===== config.mk =====
export PLATFORM = sky130hd
export DESIGN_NAME = cpu_alu_with_flags_top
export DESIGN_NICKNAME = d
export VERILOG_FILES = /design/src/rtl/caf_pkg.sv /design/src/rtl/caf_decode.sv /design/src/rtl/caf_low_add.sv /design/src/rtl/caf_finish.sv /design/src/rtl/cpu_alu_with_flags_top.sv
export SDC_FILE = /design/constraint.sdc
export NUM_CORES = 1
export LEC_CHECK = 0
export ABC_AREA = 1
export BUFFER_PORTS_ARGS = -buffer_cell sky130_fd_sc_hd__clkbuf_2
export CORE_UTILIZATION = 58
export DETAILED_ROUTE_END_ITERATION = 7
export GPL_ROUTABILITY_DRIVEN = 0
export PLACE_DENSITY = 0.79
export SYNTH_ARGS = -nofsm -noshare
export SYNTH_HDL_FRONTEND = slang
export SYNTH_SLANG_ARGS = --single-unit

===== constraint.sdc =====
create_clock -name clk -period 4.95 [get_ports clk]
set_input_delay 0.99 -clock clk [delete_from_list [all_inputs] [get_ports clk]]
set_output_delay 0.99 -clock clk [all_outputs]
set_load 0.005 [all_outputs]

===== src/rtl/caf_pkg.sv =====
// ----------------------------------------------------------------------------
// caf_pkg: shared types and constants of the ALU with flags
// Operation codes, result selects, beat payloads and stage payloads.
// ----------------------------------------------------------------------------
package caf_pkg;

  // Operation codes carried in req_type.
  typedef enum logic [3:0] {
    OP_ADD    = 4'd0,
    OP_ADC    = 4'd1,
    OP_AND    = 4'd2,
    OP_CP     = 4'd3,
    OP_INC    = 4'd4,
    OP_DEC    = 4'd5,
    OP_DAA    = 4'd6,
    OP_CPL    = 4'd7,
    OP_CCF    = 4'd8,
    OP_ADD16  = 4'd9,
    OP_ADD_SP = 4'd10
  } op_e;

  // How the last stage forms the value and flags.
  typedef enum logic [2:0] {
    SEL_LOGIC,
    SEL_ADD8,
    SEL_CP,
    SEL_INC,
    SEL_DEC,
    SEL_DAA,
    SEL_ADD16,
    SEL_ADD_SP
  } sel_e;

  // Flag bit positions.
  localparam int FLAG_Z = 3;
  localparam int FLAG_N = 2;
  localparam int FLAG_H = 1;
  localparam int FLAG_C = 0;

  // Decimal adjust constants.
  localparam logic [3:0] BCD_DIGIT_MAX = 4'h9;
  localparam logic [7:0] BCD_BYTE_MAX  = 8'h99;
  localparam logic [7:0] ADJ_LOW       = 8'h06;
  localparam logic [7:0] ADJ_HIGH      = 8'h60;
  localparam logic [7:0] BYTE_ONES     = 8'hFF;

  // Input beat.
  typedef struct packed {
    logic [3:0]  req_type;
    logic [15:0] left_operand;
    logic [15:0] right_operand;
    logic [3:0]  flags_in;
  } req_t;

  // Result beat.
  typedef struct packed {
    logic [15:0] result_value;
    logic [3:0]  flags_out;
  } rsp_t;

  // Decoded operands for the shared adder.
  typedef struct packed {
    sel_e        sel;
    logic [15:0] x;
    logic [15:0] y;
    logic        cin;
    logic [15:0] lval;
    logic [3:0]  lflags;
    logic        daa_c;
    logic [3:0]  flags;
  } s1_t;

  // Low byte of the sum and its carries.
  typedef struct packed {
    sel_e        sel;
    logic [7:0]  x_hi;
    logic [7:0]  y_hi;
    logic [7:0]  x_lo;
    logic [7:0]  low;
    logic        c4;
    logic        c8;
    logic [15:0] lval;
    logic [3:0]  lflags;
    logic        daa_c;
    logic [3:0]  flags;
  } s2_t;

endpackage


===== src/rtl/caf_decode.sv =====
// ----------------------------------------------------------------------------
// caf_decode: first pipeline stage
// Decodes the operation, prepares adder operands and logic results.
// ----------------------------------------------------------------------------
module caf_decode (
  input  logic          clk,
  input  logic          rst,
  input  logic          en,
  input  logic          in_valid,
  input  caf_pkg::req_t in_data,
  output logic          out_valid,
  output caf_pkg::s1_t  out_data
);
  import caf_pkg::*;

  logic [7:0] a;
  logic [7:0] b;
  logic [7:0] adj;
  logic       zi;
  logic       ni;
  logic       hi;
  logic       ci;
  logic       adj_lo;
  logic       adj_hi;
  logic [7:0] and_val;
  s1_t        out_data_next;

  assign a       = in_data.left_operand[7:0];
  assign b       = in_data.right_operand[7:0];
  assign zi      = in_data.flags_in[FLAG_Z];
  assign ni      = in_data.flags_in[FLAG_N];
  assign hi      = in_data.flags_in[FLAG_H];
  assign ci      = in_data.flags_in[FLAG_C];
  assign and_val = a & b;

  // Decimal adjust amount: after a subtraction only the stored flags count.
  always_comb begin
    if (ni) begin
      adj_lo = hi;
      adj_hi = ci;
    end else begin
      adj_lo = hi || (a[3:0] > BCD_DIGIT_MAX);
      adj_hi = ci || (a > BCD_BYTE_MAX);
    end
    adj = (adj_lo ? ADJ_LOW : 8'h00) | (adj_hi ? ADJ_HIGH : 8'h00);
  end

  // Operand selection for the shared adder.
  always_comb begin
    out_data_next        = '0;
    out_data_next.sel    = SEL_LOGIC;
    out_data_next.x      = in_data.left_operand;
    out_data_next.y      = 16'h0000;
    out_data_next.cin    = 1'b0;
    out_data_next.lval   = in_data.left_operand;
    out_data_next.lflags = in_data.flags_in;
    out_data_next.daa_c  = 1'b0;
    out_data_next.flags  = in_data.flags_in;
    unique case (in_data.req_type)
      OP_ADD: begin
        out_data_next.sel = SEL_ADD8;
        out_data_next.x   = {8'h00, a};
        out_data_next.y   = {8'h00, b};
      end
      OP_ADC: begin
        out_data_next.sel = SEL_ADD8;
        out_data_next.x   = {8'h00, a};
        out_data_next.y   = {8'h00, b};
        out_data_next.cin = ci;
      end
      OP_AND: begin
        out_data_next.lval   = {8'h00, and_val};
        out_data_next.lflags = {and_val == 8'h00, 1'b0, 1'b1, 1'b0};
      end
      OP_CP: begin
        out_data_next.sel = SEL_CP;
        out_data_next.x   = {8'h00, a};
        out_data_next.y   = {8'h00, ~b};
        out_data_next.cin = 1'b1;
      end
      OP_INC: begin
        out_data_next.sel = SEL_INC;
        out_data_next.x   = {8'h00, a};
        out_data_next.cin = 1'b1;
      end
      OP_DEC: begin
        out_data_next.sel = SEL_DEC;
        out_data_next.x   = {8'h00, a};
        out_data_next.y   = {8'h00, BYTE_ONES};
      end
      OP_DAA: begin
        out_data_next.sel   = SEL_DAA;
        out_data_next.x     = {8'h00, a};
        out_data_next.y     = ni ? {8'h00, ~adj} : {8'h00, adj};
        out_data_next.cin   = ni;
        out_data_next.daa_c = ni ? ci : adj_hi;
      end
      OP_CPL: begin
        out_data_next.lval   = {8'h00, ~a};
        out_data_next.lflags = {zi, 1'b1, 1'b1, ci};
      end
      OP_CCF: begin
        out_data_next.lval   = {8'h00, a};
        out_data_next.lflags = {zi, 1'b0, 1'b0, ~ci};
      end
      OP_ADD16: begin
        out_data_next.sel = SEL_ADD16;
        out_data_next.y   = in_data.right_operand;
      end
      OP_ADD_SP: begin
        out_data_next.sel = SEL_ADD_SP;
        out_data_next.y   = {{8{b[7]}}, b};
      end
      default: begin
        out_data_next.sel = SEL_LOGIC;
      end
    endcase
  end

  // Stage register.
  always_ff @(posedge clk) begin
    if (rst) begin
      out_valid <= 1'b0;
    end else if (en) begin
      out_valid <= in_valid;
    end
    if (en && in_valid) begin
      out_data <= out_data_next;
    end
  end

endmodule


===== src/rtl/caf_low_add.sv =====
// ----------------------------------------------------------------------------
// caf_low_add: second pipeline stage
// Adds the low byte in two nibbles and keeps both nibble carries.
// ----------------------------------------------------------------------------
module caf_low_add (
  input  logic         clk,
  input  logic         rst,
  input  logic         en,
  input  logic         in_valid,
  input  caf_pkg::s1_t in_data,
  output logic         out_valid,
  output caf_pkg::s2_t out_data
);
  import caf_pkg::*;

  logic [4:0] nib0;
  logic [4:0] nib1;
  s2_t        out_data_next;

  // Two chained nibble adds give the half carry and the byte carry.
  assign nib0 = {1'b0, in_data.x[3:0]} + {1'b0, in_data.y[3:0]} + {4'h0, in_data.cin};
  assign nib1 = {1'b0, in_data.x[7:4]} + {1'b0, in_data.y[7:4]} + {4'h0, nib0[4]};

  always_comb begin
    out_data_next        = '0;
    out_data_next.sel    = in_data.sel;
    out_data_next.x_hi   = in_data.x[15:8];
    out_data_next.y_hi   = in_data.y[15:8];
    out_data_next.x_lo   = in_data.x[7:0];
    out_data_next.low    = {nib1[3:0], nib0[3:0]};
    out_data_next.c4     = nib0[4];
    out_data_next.c8     = nib1[4];
    out_data_next.lval   = in_data.lval;
    out_data_next.lflags = in_data.lflags;
    out_data_next.daa_c  = in_data.daa_c;
    out_data_next.flags  = in_data.flags;
  end

  // Stage register.
  always_ff @(posedge clk) begin
    if (rst) begin
      out_valid <= 1'b0;
    end else if (en) begin
      out_valid <= in_valid;
    end
    if (en && in_valid) begin
      out_data <= out_data_next;
    end
  end

endmodule


===== src/rtl/caf_finish.sv =====
// ----------------------------------------------------------------------------
// caf_finish: third pipeline stage and output register
// Adds the high byte and forms the result value and flags.
// ----------------------------------------------------------------------------
module caf_finish (
  input  logic          clk,
  input  logic          rst,
  input  logic          en,
  input  logic          in_valid,
  input  caf_pkg::s2_t  in_data,
  output logic          out_valid,
  output caf_pkg::rsp_t out_data
);
  import caf_pkg::*;

  logic [4:0] nib2;
  logic [4:0] nib3;
  logic [7:0] high;
  logic       c12;
  logic       c16;
  logic       zl;
  logic       zi;
  logic       ci;
  rsp_t       out_data_next;

  // High byte add, continuing from the low byte carry.
  assign nib2 = {1'b0, in_data.x_hi[3:0]} + {1'b0, in_data.y_hi[3:0]} + {4'h0, in_data.c8};
  assign nib3 = {1'b0, in_data.x_hi[7:4]} + {1'b0, in_data.y_hi[7:4]} + {4'h0, nib2[4]};
  assign high = {nib3[3:0], nib2[3:0]};
  assign c12  = nib2[4];
  assign c16  = nib3[4];
  assign zl   = (in_data.low == 8'h00);
  assign zi   = in_data.flags[FLAG_Z];
  assign ci   = in_data.flags[FLAG_C];

  // Result and flag selection.
  always_comb begin
    out_data_next = '0;
    unique case (in_data.sel)
      SEL_ADD8: begin
        out_data_next.result_value = {8'h00, in_data.low};
        out_data_next.flags_out    = {zl, 1'b0, in_data.c4, in_data.c8};
      end
      SEL_CP: begin
        out_data_next.result_value = {8'h00, in_data.x_lo};
        out_data_next.flags_out    = {zl, 1'b1, ~in_data.c4, ~in_data.c8};
      end
      SEL_INC: begin
        out_data_next.result_value = {8'h00, in_data.low};
        out_data_next.flags_out    = {zl, 1'b0, in_data.c4, ci};
      end
      SEL_DEC: begin
        out_data_next.result_value = {8'h00, in_data.low};
        out_data_next.flags_out    = {zl, 1'b1, ~in_data.c4, ci};
      end
      SEL_DAA: begin
        out_data_next.result_value = {8'h00, in_data.low};
        out_data_next.flags_out    = {zl, in_data.flags[FLAG_N], 1'b0, in_data.daa_c};
      end
      SEL_ADD16: begin
        out_data_next.result_value = {high, in_data.low};
        out_data_next.flags_out    = {zi, 1'b0, c12, c16};
      end
      SEL_ADD_SP: begin
        out_data_next.result_value = {high, in_data.low};
        out_data_next.flags_out    = {1'b0, 1'b0, in_data.c4, in_data.c8};
      end
      default: begin
        out_data_next.result_value = in_data.lval;
        out_data_next.flags_out    = in_data.lflags;
      end
    endcase
  end

  // Output register.
  always_ff @(posedge clk) begin
    if (rst) begin
      out_valid <= 1'b0;
    end else if (en) begin
      out_valid <= in_valid;
    end
    if (en && in_valid) begin
      out_data <= out_data_next;
    end
  end

endmodule


===== src/rtl/cpu_alu_with_flags_top.sv =====
// Path: decode, low byte add and output registers. Throughput: one beat per
// cycle while rsp_stall is low; each of the three stages advances on its own,
// so an empty stage is filled even while a finished result waits on rsp_stall.
// Reset: synchronous, active high; it clears the stage valid bits only.
// ----------------------------------------------------------------------------
// cpu_alu_with_flags_top: 8-bit ALU with flags, three-stage pipeline
// Decode, low byte add and high byte add with result selection.
// ----------------------------------------------------------------------------
module cpu_alu_with_flags_top (
  input  logic          clk,
  input  logic          rst,
  input  logic          req_valid,
  output logic          req_stall,
  input  caf_pkg::req_t req,
  output logic          rsp_valid,
  input  logic          rsp_stall,
  output caf_pkg::rsp_t rsp
);
  import caf_pkg::*;

  logic s1_valid;
  logic s2_valid;
  logic en1;
  logic en2;
  logic en3;
  s1_t  s1_data;
  s2_t  s2_data;

  // Each stage moves when it is empty or the stage after it moves.
  assign en3       = !rsp_valid || !rsp_stall;
  assign en2       = !s2_valid || en3;
  assign en1       = !s1_valid || en2;
  assign req_stall = !en1;

  caf_decode u_decode (
    .clk       (clk),
    .rst       (rst),
    .en        (en1),
    .in_valid  (req_valid),
    .in_data   (req),
    .out_valid (s1_valid),
    .out_data  (s1_data)
  );

  caf_low_add u_low_add (
    .clk       (clk),
    .rst       (rst),
    .en        (en2),
    .in_valid  (s1_valid),
    .in_data   (s1_data),
    .out_valid (s2_valid),
    .out_data  (s2_data)
  );

  caf_finish u_finish (
    .clk       (clk),
    .rst       (rst),
    .en        (en3),
    .in_valid  (s2_valid),
    .in_data   (s2_data),
    .out_valid (rsp_valid),
    .out_data  (rsp)
  );

`ifndef NO_ASSERTIONS
  // The input is only held off while the first stage holds a beat.
  a_stall_needs_full : assert property (@(posedge clk) disable iff (rst)
    req_stall |-> s1_valid)
    else $error("input stalled with an empty first stage");

  // An accepted beat reaches the output register when the output is not held.
  a_latency : assert property (@(posedge clk) disable iff (rst)
    (req_valid && !req_stall) ##1 !rsp_stall ##1 !rsp_stall |=> rsp_valid)
    else $error("accepted beat did not reach the output");

  // With every stage full and the output held, nothing more is taken.
  a_full_backpressure : assert property (@(posedge clk) disable iff (rst)
    (s1_valid && s2_valid && rsp_valid && rsp_stall) |-> req_stall)
    else $error("beat accepted into a full pipeline");

  // A bubble in the middle stage lets the first stage drain.
  a_bubble_collapse : assert property (@(posedge clk) disable iff (rst)
    (s1_valid && !s2_valid) |=> s2_valid)
    else $error("first stage did not advance into an empty stage");
`endif

endmodule

==> flow_metrics.env, run 1 <==
export IMPL_synth_warnings=0
export IMPL_drive_gt1_share_pct=19.73
export IMPL_synth_compound_area_share_pct=5.600
export IMPL_ir_drop_mv=0.2282
export IMPL_finalPower_w=0.002857
export IMPL_p_int_w=0.002215
export IMPL_yosysSeqAreaShare_pct=69.63
export IMPL_num_rows=37
export IMPL_root_buffer="clkbuf_8"
export IMPL_end_kind="flop"
export IMPL_p_sw_share_pct=22.47
export IMPL_dp_hpwl_mm=7.979
export IMPL_hold_path_class="flop to flop"
export IMPL_maxCapViolations=0
export IMPL_r2r_start="u_low_add.out_data[25]"
export IMPL_synth_seq_cells=144
export IMPL_crit_required_ns=5.22
export IMPL_multiInputGateArea_um2=1625
export IMPL_min_period_ns=3.035
export IMPL_clkLatencyLatePin_ns=0.53
export IMPL_grt_max_degree=45
export IMPL_synthSimpleGateAreaFrac_pct=14.83
export IMPL_max_freq_mhz=329.5
export IMPL_nFillCells=681
export IMPL_io_buffers=65
export IMPL_maxSlewHeadroom_pct=27.74
export IMPL_ctsResizeCount=0
export IMPL_vias=3908
export IMPL_synth_top_family_by_area="simple AND/OR/NAND/NOR gates"
export IMPL_synth_nets=559
export IMPL_cellPowerDensity_nw_per_um2=396.4
export IMPL_worstPathCellList="fa_1 > inv_1 > fa_1 > inv_1 > nand2_1 > nand2_1 > a21oi_1 > fa_1 > inv_1 > fa_1 > nand3_1 > a21oi_1 > nor3_1 > nand3_1"
export IMPL_drt_initial_drc_count=297
export IMPL_dieArea_um2=11050
export IMPL_ant_nets=0
export IMPL_p_sw_w=0.0006420
export IMPL_place_inst=692
export IMPL_routed_wl_mm=11.64
export IMPL_finalMaxSlewViolations=0
export IMPL_hold_viol=0
export IMPL_status="complete, no violations"
export IMPL_dr_pass1_iters=6
export IMPL_grt_pass1_vias=3770
export IMPL_grt_pass1_wl_mm=18.91
export IMPL_pwr_share_seq_pct=51.1
export IMPL_min_from="u_decode.out_data[7]"
export IMPL_synth_xor_area_share_pct=0.7101
export IMPL_slowest_delay_ns=0.46
export IMPL_core_area_um2=10320
export IMPL_antenna_found_initial=0
export IMPL_area_growth_pct=16.90
export IMPL_cpMaxStageDelayCell="fa_1"
export IMPL_clkPwrFrac_pct=41.5
export IMPL_post_cts_setup_buffers=0
export IMPL_fp_dieH_um=105.1
export IMPL_pwr_share_comb_pct=7.4
export IMPL_io_pins=66
export IMPL_path_common_cell="fa_1"
export IMPL_clock_skew_ns=0.005779
export IMPL_yosys_top_cells_area="edfxtp_1 69%, nand2_1 6.1%, inv_1 3.2%"
export IMPL_rsz0062_at_grt="no"
export IMPL_synth_edf_count=141
export IMPL_async_flop_share_pct=0
export IMPL_antenna_cells=0
export IMPL_die_w_um=105.1
export IMPL_static_leakage_power_nw=2.956
export IMPL_start_kind="flop"
export IMPL_final_nets=639
export IMPL_cp_max_fo=4
export IMPL_regArea_um2=4294
export IMPL_cts_tree="done"
export IMPL_yosysUniqueCellTypes=35
export IMPL_wl_per_cell_um=16.08
export IMPL_instances_no_fill=724
export IMPL_drt_vias_per_instance=5.398
export IMPL_crit_type="flop to flop"
export IMPL_netlist_area_um2=6167
export IMPL_crit_path_start="u_low_add.out_data[25]"
export IMPL_clockBufferDepth=2
export IMPL_postSynthAreaPerCell_um2=12.46
export IMPL_hold_buffers=0
export IMPL_yosysTopAreaCell="edfxtp_1"
export IMPL_drcViolationCount=0
export IMPL_numClockSinks=144
export IMPL_fin_tns_setup_ns=0
export IMPL_grt_usage_pct=23.21
export IMPL_yosys_most_used_dff="edfxtp_1"
export IMPL_setup_viol=0
export IMPL_finalCritPeriodShare_pct=61.31
export IMPL_initial_core_util_pct=59.74
export IMPL_synthAdderAreaFrac_pct=5.031
export IMPL_grt_remaining_overflow=0
export IMPL_yosys_area_top_type_share_pct=68.65
export IMPL_cts_buffers=17
export IMPL_clk_pin_slew_ns=0.06
export IMPL_worstPathArrival_ns=3.30
export IMPL_yosys_mux_area_fraction_pct=0
export IMPL_synthCells=495
export IMPL_fin_util_pct=69.83
export IMPL_worst_slew_pin_slew_ns=1.084
export IMPL_cts_htree_levels=4
==> cell families after synthesis <==
| family | after synthesis |
|---|---|
| AOI/OAI and AO/OA | 57 |
| xor gates and xnor gates | 5 |
| adders and majority gates | 20 |
| buffers and inverters | 64 |
| DFF | 144 |
| and+or+nand+nor | 205 |
==> per-layer routing <==
metal,routed length [µm],vias up,share of wire (%),GRT usage (%)
li1,-,1893,-,-
met1,4994,1812,43,30.98
met2,5624,183,48,36.80
met3,805,20,6.9,5.864
met4,215,0,1.8,9.256
met5,0,-,0,0
==> cell type report <==
class,instances,share of cell area (%)
Clock buffer,18,5.797
Clock inverter,14,1.961
Inverter,58,3.054
Multi-Input combinational cell,287,22.54
Sequential cell,144,59.56
Tap cell,136,2.360
Timing Repair Buffer,67,4.721
==> worst paths after layout <==
path | cells past startpoint | to | slack (ns)
setup / recovery | 14 | u_finish.out_data[0] | 1.92
hold / removal | 0 | u_low_add.out_data[7] | 0.42
setup reg to reg | 14 | u_finish.out_data[0] | 1.92
hold reg to reg | 0 | u_low_add.out_data[7] | 0.42
==> power groups by stage <==
stage               combinational (W)  clock [W]  sequential (W)
floorplan                    0.000133          0         0.00147
global placement             0.000195          0         0.00148
detailed placement           0.000206          0         0.00148
CTS                          0.000212    0.00120         0.00146
global route                 0.000238    0.00125         0.00147
finish                       0.000212    0.00119         0.00146
==> Yosys cell counts, types with 6 or more instances <==
library cell  count
nand4_1           6
nand3_1          37
o21ai_0          11
edfxtp_1        141
fa_1              8
inv_1            53
nor2_1           43
ha_1             12
a21oi_1          19
o211ai_1         13
nand2_1         101
==> critical path: cells and delay by family, from the launching register on <==
family          cells  cell delay [ns]
compound gates      2             0.31
flops               1             0.45
simple gates        5             0.52
fa+ha+maj           4             1.28
buf+inv             3             0.22
==> state kept, by name (all words and copies together), names as in the netlist <==
name and flops:
u_decode.out_data 60, u_decode.out_valid 1, u_finish.out_data 20, u_finish.out_valid 1, u_low_add.out_data 61, u_low_add.out_valid 1
==> per-stage QoR <==
stage,worst slack (ns),instance area (µm²),hold WS (ns)
5_1_grt,1.772,7209,0.4239
3_5_place_dp,2.028,6650,0.4045
6_report,1.915,7209,0.4173
4_1_cts,1.969,7209,0.4189
3_3_place_gp,2.188,6650,0.4022
2_1_floorplan,0.7214,6167,0.4003
==> cells in the final DEF (no fill, tap or decap), types with 2 or more instances in the layout <==
| master | count |
|---|---|
| fa_1 | 8 |
| or2_0 | 2 |
| o221ai_1 | 2 |
| o21ai_1 | 4 |
| nor2_4 | 5 |
| xor2_1 | 4 |
| inv_1 | 52 |
| clkbuf_16 | 16 |
| buf_4 | 2 |
| nand2_1 | 101 |
| nand4_1 | 6 |
| clkinv_1 | 2 |
| clkbuf_2 | 65 |
| bufinv_16 | 2 |
| nand2_2 | 4 |
| ha_1 | 12 |
| nor3_1 | 4 |
| dfxtp_1 | 3 |
| clkinvlp_4 | 5 |
| o22ai_1 | 2 |
| edfxtp_1 | 141 |
| o211ai_1 | 13 |
| clkinv_2 | 2 |
| a22o_1 | 2 |
| clkinv_4 | 2 |
| a21oi_1 | 18 |
| inv_2 | 5 |
| nand3_1 | 37 |
| nor2_1 | 42 |
| o21ai_0 | 11 |
Power figures use the tool's default switching activity.
==> run 2: changes to the inputs <==
--- a/config.mk
+++ b/config.mk
@@ -7,10 +7,10 @@
 export LEC_CHECK = 0
 export ABC_AREA = 1
 export BUFFER_PORTS_ARGS = -buffer_cell sky130_fd_sc_hd__clkbuf_2
-export CORE_UTILIZATION = 58
+export CORE_UTILIZATION = 53
 export DETAILED_ROUTE_END_ITERATION = 7
 export GPL_ROUTABILITY_DRIVEN = 0
-export PLACE_DENSITY = 0.79
+export PLACE_DENSITY = 0.76
 export SYNTH_ARGS = -nofsm -noshare
 export SYNTH_HDL_FRONTEND = slang
 export SYNTH_SLANG_ARGS = --single-unit
==> constraint.sdc (replaced) <==
create_clock -name clk -period 2.5 [get_ports clk]
set_input_delay 0.5 -clock clk [delete_from_list [all_inputs] [get_ports clk]]
set_output_delay 0.5 -clock clk [all_outputs]
set_load 0.005 [all_outputs]
==> run 2 against run 1 <==
Net effect: the run now ends with negative setup slack left; via count hardly changed; die area is 9.3% higher; final cell count is 2.3% higher; utilization is 4.9 points lower; non-clock buffer count is 11 higher; register-to-register slack worse by 2.1 ns; wire length is 1.5% higher; flip-flop and latch count stayed put; power is 100% higher; critical path depth stayed put; sequential power is 98% higher; critical path type unchanged; largest cell class unchanged.
==> flow_metrics.env, run 2 (synthesis results as in run 1) <==
export IMPL_status="finished, violations left"
export IMPL_violations="negative setup slack"
export IMPL_antenna_cells=0
export IMPL_static_leakage_power_nw=3.036
export IMPL_clkLatencyLatePin_ns=0.42
export IMPL_hold_path_class="input pin to flop"
export IMPL_max_freq_mhz=368.3
export IMPL_grt_remaining_overflow=0
export IMPL_finalMaxSlewViolations=0
export IMPL_dp_hpwl_mm=8.256
export IMPL_cts_buffers=17
export IMPL_worst_slack_ns=-0.2155
export IMPL_largest_reg_flops=61
export IMPL_num_rows=39
export IMPL_cts_htree_levels=4
export IMPL_cp_max_fo=2
export IMPL_io_buffers=65
export IMPL_grt_pass1_wl_mm=18.00
export IMPL_worstPathBufferInverterCount=3
export IMPL_pwr_share_seq_pct=49.9
export IMPL_die_w_um=109.9
export IMPL_rsz0062_at_grt="yes"
export IMPL_largestRegisters="u_low_add.out_data (61), u_decode.out_data (60), u_finish.out_data (20)"
export IMPL_final_common_cell="edfxtp_1"
export IMPL_core_area_um2=11370
export IMPL_dr_pass1_iters=5
export IMPL_most_common_layout_cells="141 x edfxtp_1, 98 x nand2_1, 65 x clkbuf_2"
export IMPL_whs_ns=0.2625
export IMPL_drcViolationCount=0
export IMPL_root_buffer="clkbuf_16"
export IMPL_io_pins=66
export IMPL_worstPathCellList="fa_2 > inv_2 > fa_2 > inv_2 > nand2_2 > nand2_2 > a21oi_4 > fa_2 > inv_2 > fa_2 > nand3_1 > a21oi_1 > nor3_1 > nand3_1"
export IMPL_hold_viol=0
export IMPL_final_area_um2=7383
export IMPL_crit_type="flop to flop"
export IMPL_ant_nets=0
export IMPL_area_growth_pct=19.72
export IMPL_cts_tree="done"
export IMPL_drive_gt1_share_pct=23.58
export IMPL_cpLargestDelayFamily="adder cells"
export IMPL_hold_buffers=0
export IMPL_slowest_delay_ns=0.41
export IMPL_vias=3905
export IMPL_placed_area_um2=6743
export IMPL_clk_pin_slew_ns=0.06
export IMPL_min_period_ns=2.715
export IMPL_numClockSinks=144
export IMPL_worstPathArrival_ns=2.87
export IMPL_final_nets=650
export IMPL_clock_skew_ns=0.007421
export IMPL_finalPower_w=0.005792
export IMPL_cellPowerDensity_nw_per_um2=784.5
export IMPL_path_common_cell="fa_2"
export IMPL_initial_core_util_pct=54.24
export IMPL_dieArea_um2=12070
export IMPL_finalCritPeriodShare_pct=108.6
export IMPL_drt_initial_drc_count=319
export IMPL_instances_no_fill=741
export IMPL_p_sw_w=0.001244
export IMPL_p_sw_share_pct=21.48
export IMPL_antenna_found_initial=0
export IMPL_worst_slew_pin_slew_ns=0.4913
export IMPL_crit_required_ns=2.65
export IMPL_routed_wl_mm=11.82
export IMPL_grt_usage_pct=20.76
export IMPL_clkPwrFrac_pct=42.4
export IMPL_clockBufferDepth=2
export IMPL_grt_max_degree=61
export IMPL_wl_per_cell_um=15.95
export IMPL_maxCapViolations=0
export IMPL_grt_pass1_vias=3677
export IMPL_place_inst=706
export IMPL_maxSlewHeadroom_pct=67.25
export IMPL_p_int_w=0.004548
export IMPL_setup_viol=3
export IMPL_start_kind="flop"
export IMPL_fp_dieH_um=109.9
export IMPL_cpMaxStageDelayCell="edfxtp_1"
export IMPL_ir_drop_mv=0.5826
export IMPL_pwr_share_comb_pct=7.7
export IMPL_end_kind="flop"
export IMPL_largest_register="u_low_add.out_data"
export IMPL_reg2reg_slack_ns=-0.22
export IMPL_drt_vias_per_instance=5.270
==> run 2: cell types whose count changed in the layout (fill, tap and decap cells not counted), moves of 4 or more <==
cell | previous run | this run
buf_4 | 2 | 11
fa_2 | 0 | 7
fa_1 | 8 | 1
clkinvlp_4 | 5 | 1
==> run 2: worst paths after layout <==
kind                          start  cells after the start                endpoint
min                             rst                      2      u_finish.out_valid
min reg2reg   u_decode.out_data[24]                      0  u_low_add.out_data[24]
max reg2reg  u_low_add.out_data[51]                     14    u_finish.out_data[0]
max          u_low_add.out_data[51]                     14    u_finish.out_data[0]
==> run 2: per-stage QoR <==
step,TNS (ns),setup WS [ns],utilization [%]
floorplan,0,0.01575,-
global placement,-0.1464,-0.07937,59.30
detailed placement,-0.5076,-0.1937,59.30
CTS,-0.2799,-0.1879,64.66
global route,-0.6071,-0.3194,64.94
finish,-0.3033,-0.2155,64.94
==> run 2: worst reg2reg max path, delay by kind of cell (launching register included) <==
kind	cells	cell delay (ns)
adders and majority gates	4	1.16
and+or+nand+nor	5	0.50
DFF	1	0.41
AOI/OAI and AO/OA	2	0.25
buffers and inverters	3	0.15
==> run 2: repair_timing <==
action / 4_1_cts / 5_1_grt
resized for setup: 11 / 4
endpoints found under the setup margin: 5 / 6
pin swaps: 2 / 1
setup buffers: 2 / 2
==> run 2: cell type report <==
| type | instances | area (µm²) |
|---|---|---|
| sequential | 144 | 4294 |
| fill | 794 | 3986 |
| multi-input combinational | 287 | 1665 |
| timing repair buffer | 78 | 447.9 |
| clock buffer | 19 | 432.9 |
| inverter | 58 | 220.2 |
| tap | 143 | 178.9 |
| clock inverter | 12 | 143.9 |
==> run 2: power by group through the flow <==
stage / Combinational [W] / Sequential (W) / Clock (W)
3_3_place_gp: 0.000405 / 0.00293 / 0
4_1_cts: 0.000440 / 0.00289 / 0.00248
6_report: 0.000448 / 0.00289 / 0.00246
5_1_grt: 0.000499 / 0.00290 / 0.00257
2_1_floorplan: 0.000267 / 0.00291 / 0
3_5_place_dp: 0.000424 / 0.00293 / 0
==> run 2: per-layer routing <==
metal / share of wire (%) / track usage [%]
met1: 44 / 27.60
met2: 47 / 32.19
met3: 6.7 / 5.987
met4: 1.8 / 8.476
met5: 0 / 0
==> run 3: changes to the inputs <==
--- a/config.mk
+++ b/config.mk
@@ -10,7 +10,7 @@
 export CORE_UTILIZATION = 53
 export DETAILED_ROUTE_END_ITERATION = 7
 export GPL_ROUTABILITY_DRIVEN = 0
-export PLACE_DENSITY = 0.76
+export PLACE_DENSITY = 0.87
 export SYNTH_ARGS = -nofsm -noshare
 export SYNTH_HDL_FRONTEND = slang
 export SYNTH_SLANG_ARGS = --single-unit
==> run 3 against run 2 <==
Net effect: the run still ends with negative setup slack left; flip-flop and latch count is the same; first-iteration DRC count grew 73%; critical endpoint is now u_finish.out_data[18]; clock skew grew 0.00055 ns; critical path type unchanged; largest cell class unchanged; sequential power is essentially flat; via count increased by 11%.
==> flow_metrics.env, run 3 (synthesis results as in run 1) <==
export IMPL_crit_required_ns=2.66
export IMPL_vias=4316
export IMPL_grt_max_degree=62
export IMPL_slowest_delay_ns=0.44
export IMPL_core_area_um2=11370
export IMPL_rsz0062_at_grt="yes"
export IMPL_regToRegEndpoint="u_finish.out_data[18]"
export IMPL_cpLargestDelayFamily="adder cells"
export IMPL_min_period_ns=2.704
export IMPL_worst_slew_pin_slew_ns=0.4705
export IMPL_drt_vias_per_instance=5.717
export IMPL_worstPathArrival_ns=2.87
export IMPL_worstPathBufferInverterCount=4
export IMPL_finalCritPeriodShare_pct=108.1
export IMPL_path_common_cell="fa_2"
export IMPL_drcViolationCount=0
export IMPL_end_kind="flop"
export IMPL_r2r_start="u_low_add.out_data[51]"
export IMPL_num_rows=39
export IMPL_ir_drop_mv=0.5089
export IMPL_nFillCells=742
export IMPL_grt_usage_pct=24.87
export IMPL_violations="negative setup slack"
export IMPL_hold_buffers=0
export IMPL_worstPathCellList="fa_2 > inv_2 > fa_2 > inv_2 > nand2_4 > nand2_4 > a21oi_4 > fa_2 > inv_2 > fa_2 > buf_4 > xnor2_2 > o21ai_1"
export IMPL_grt_remaining_overflow=0
export IMPL_most_common_layout_cells="141 x edfxtp_1, 97 x nand2_1, 65 x clkbuf_2"
export IMPL_routed_wl_mm=14.26
export IMPL_hold_viol=0
export IMPL_cts_htree_levels=4
export IMPL_worst_slack_ns=-0.2035
export IMPL_largestRegisters="u_low_add.out_data (61), u_decode.out_data (60), u_finish.out_data (20)"
export IMPL_fp_dieH_um=109.9
export IMPL_dp_slack_ns=-0.2250
export IMPL_cts_tree="done"
export IMPL_cts_buffers=17
export IMPL_instances_no_fill=755
export IMPL_die_w_um=109.9
export IMPL_grt_pass1_wl_mm=21.55
export IMPL_cpMaxStageDelayCell="fa_2"
export IMPL_area_growth_pct=21.85
export IMPL_numClockSinks=144
export IMPL_setup_viol=7
export IMPL_maxSlewHeadroom_pct=68.63
export IMPL_dp_hpwl_mm=8.525
export IMPL_io_buffers=65
export IMPL_antenna_cells=0
export IMPL_static_leakage_power_nw=3.102
export IMPL_final_common_cell="edfxtp_1"
export IMPL_antenna_found_initial=0
export IMPL_dieArea_um2=12070
export IMPL_maxCapViolations=0
export IMPL_wl_per_cell_um=18.88
export IMPL_final_nets=663
export IMPL_clk_pin_slew_ns=0.06
export IMPL_status="finished, violations left"
export IMPL_hold_path_class="input pin to flop"
export IMPL_largest_reg_flops=61
export IMPL_place_inst=705
export IMPL_max_freq_mhz=369.9
export IMPL_reg2reg_slack_ns=-0.20
export IMPL_cellPowerDensity_nw_per_um2=771.1
export IMPL_clkLatencyLatePin_ns=0.42
export IMPL_start_kind="flop"
export IMPL_cp_max_fo=2
export IMPL_largest_register="u_low_add.out_data"
export IMPL_initial_core_util_pct=54.24
export IMPL_min_from="rst"
export IMPL_grt_pass1_vias=4256
export IMPL_ff2ff_path_depth=13
export IMPL_crit_type="flop to flop"
export IMPL_clock_skew_ns=0.007968
export IMPL_io_pins=66
export IMPL_hold_depth=2
export IMPL_root_buffer="clkbuf_16"
export IMPL_finalMaxSlewViolations=0
export IMPL_dr_pass1_iters=5
export IMPL_clockBufferDepth=2
export IMPL_drive_gt1_share_pct=26.96
export IMPL_hold_path_end="u_finish.out_valid"
export IMPL_drt_initial_drc_count=551
export IMPL_ant_nets=0
export IMPL_finalPower_w=0.005795
run 3: cell types whose count changed in the layout (fill, tap and decap cells not counted), sizes merged:
cell / previous run / this run
buf: 13 / 26
bufinv: 3 / 2
clkinv: 8 / 9
clkinvlp: 1 / 2
run 3: worst max path at each step:
| stage | start | to | slack (ns) | cells past startpoint |
|---|---|---|---|---|
| after floorplan | u_low_add.out_data[51] | u_finish.out_data[0] | 0.02 | 14 |
| after CTS | u_low_add.out_data[43] | u_finish.out_data[0] | -0.24 | 14 |
| final | u_low_add.out_data[51] | u_finish.out_data[18] | -0.20 | 13 |
| after global routing | u_low_add.out_data[51] | u_finish.out_data[0] | -0.27 | 14 |
| after global placement | u_low_add.out_data[51] | u_finish.out_data[0] | -0.09 | 14 |
| after detailed placement | u_low_add.out_data[51] | u_finish.out_data[0] | -0.22 | 14 |
run 3: area by class of cell:
class	count	area, µm²	area share, %
Tap cell	143	178.9	2.381
Sequential cell	144	4294	57.14
Timing Repair Buffer	91	560.5	7.459
Inverter	58	220.2	2.930
Clock inverter	13	121.4	1.615
Clock buffer	19	432.9	5.761
Multi-Input combinational cell	287	1707	22.71
run 3: stage by stage:
step | setup TNS (ns) | hold slack [ns] | utilization, % | cell area (µm²)
2_1_floorplan | 0 | 0.4003 | - | 6181
6_report | -0.7437 | 0.2758 | 66.09 | 7515
3_3_place_gp | -0.1551 | 0.4019 | 59.24 | 6735
3_5_place_dp | -0.6697 | 0.4045 | 59.24 | 6735
5_1_grt | -1.142 | 0.2751 | 66.09 | 7515
4_1_cts | -0.8970 | 0.2609 | 65.65 | 7465
run 3: per-layer routing:
layer  GRT usage, %  vias to the layer above  wire length (µm)
li1               -                     1945                 -
met1          30.15                     2035              5329
met2          39.73                      285              7119
met3          8.654                       51              1316
met4          12.10                        0               491
met5              0                        -                 0
run 3: where the power goes:
group / internal [W] / total (W) / switching, W / leakage [nW]
Clock: 0.00145 / 0.00238 / 0.000928 / 0.271
Sequential: 0.00283 / 0.00290 / 0.0000688 / 1.39
Combinational: 0.000203 / 0.000521 / 0.000318 / 1.44
Total: 0.00448 / 0.00579 / 0.00131 / 3.10
run 3: what timing repair did:
action	4_1_cts	5_1_grt
endpoints found under the setup margin	7	7
pin swaps	10	9
endpoints found under the hold margin	0	0
setup buffers	15	8
gates resized for setup	21	11
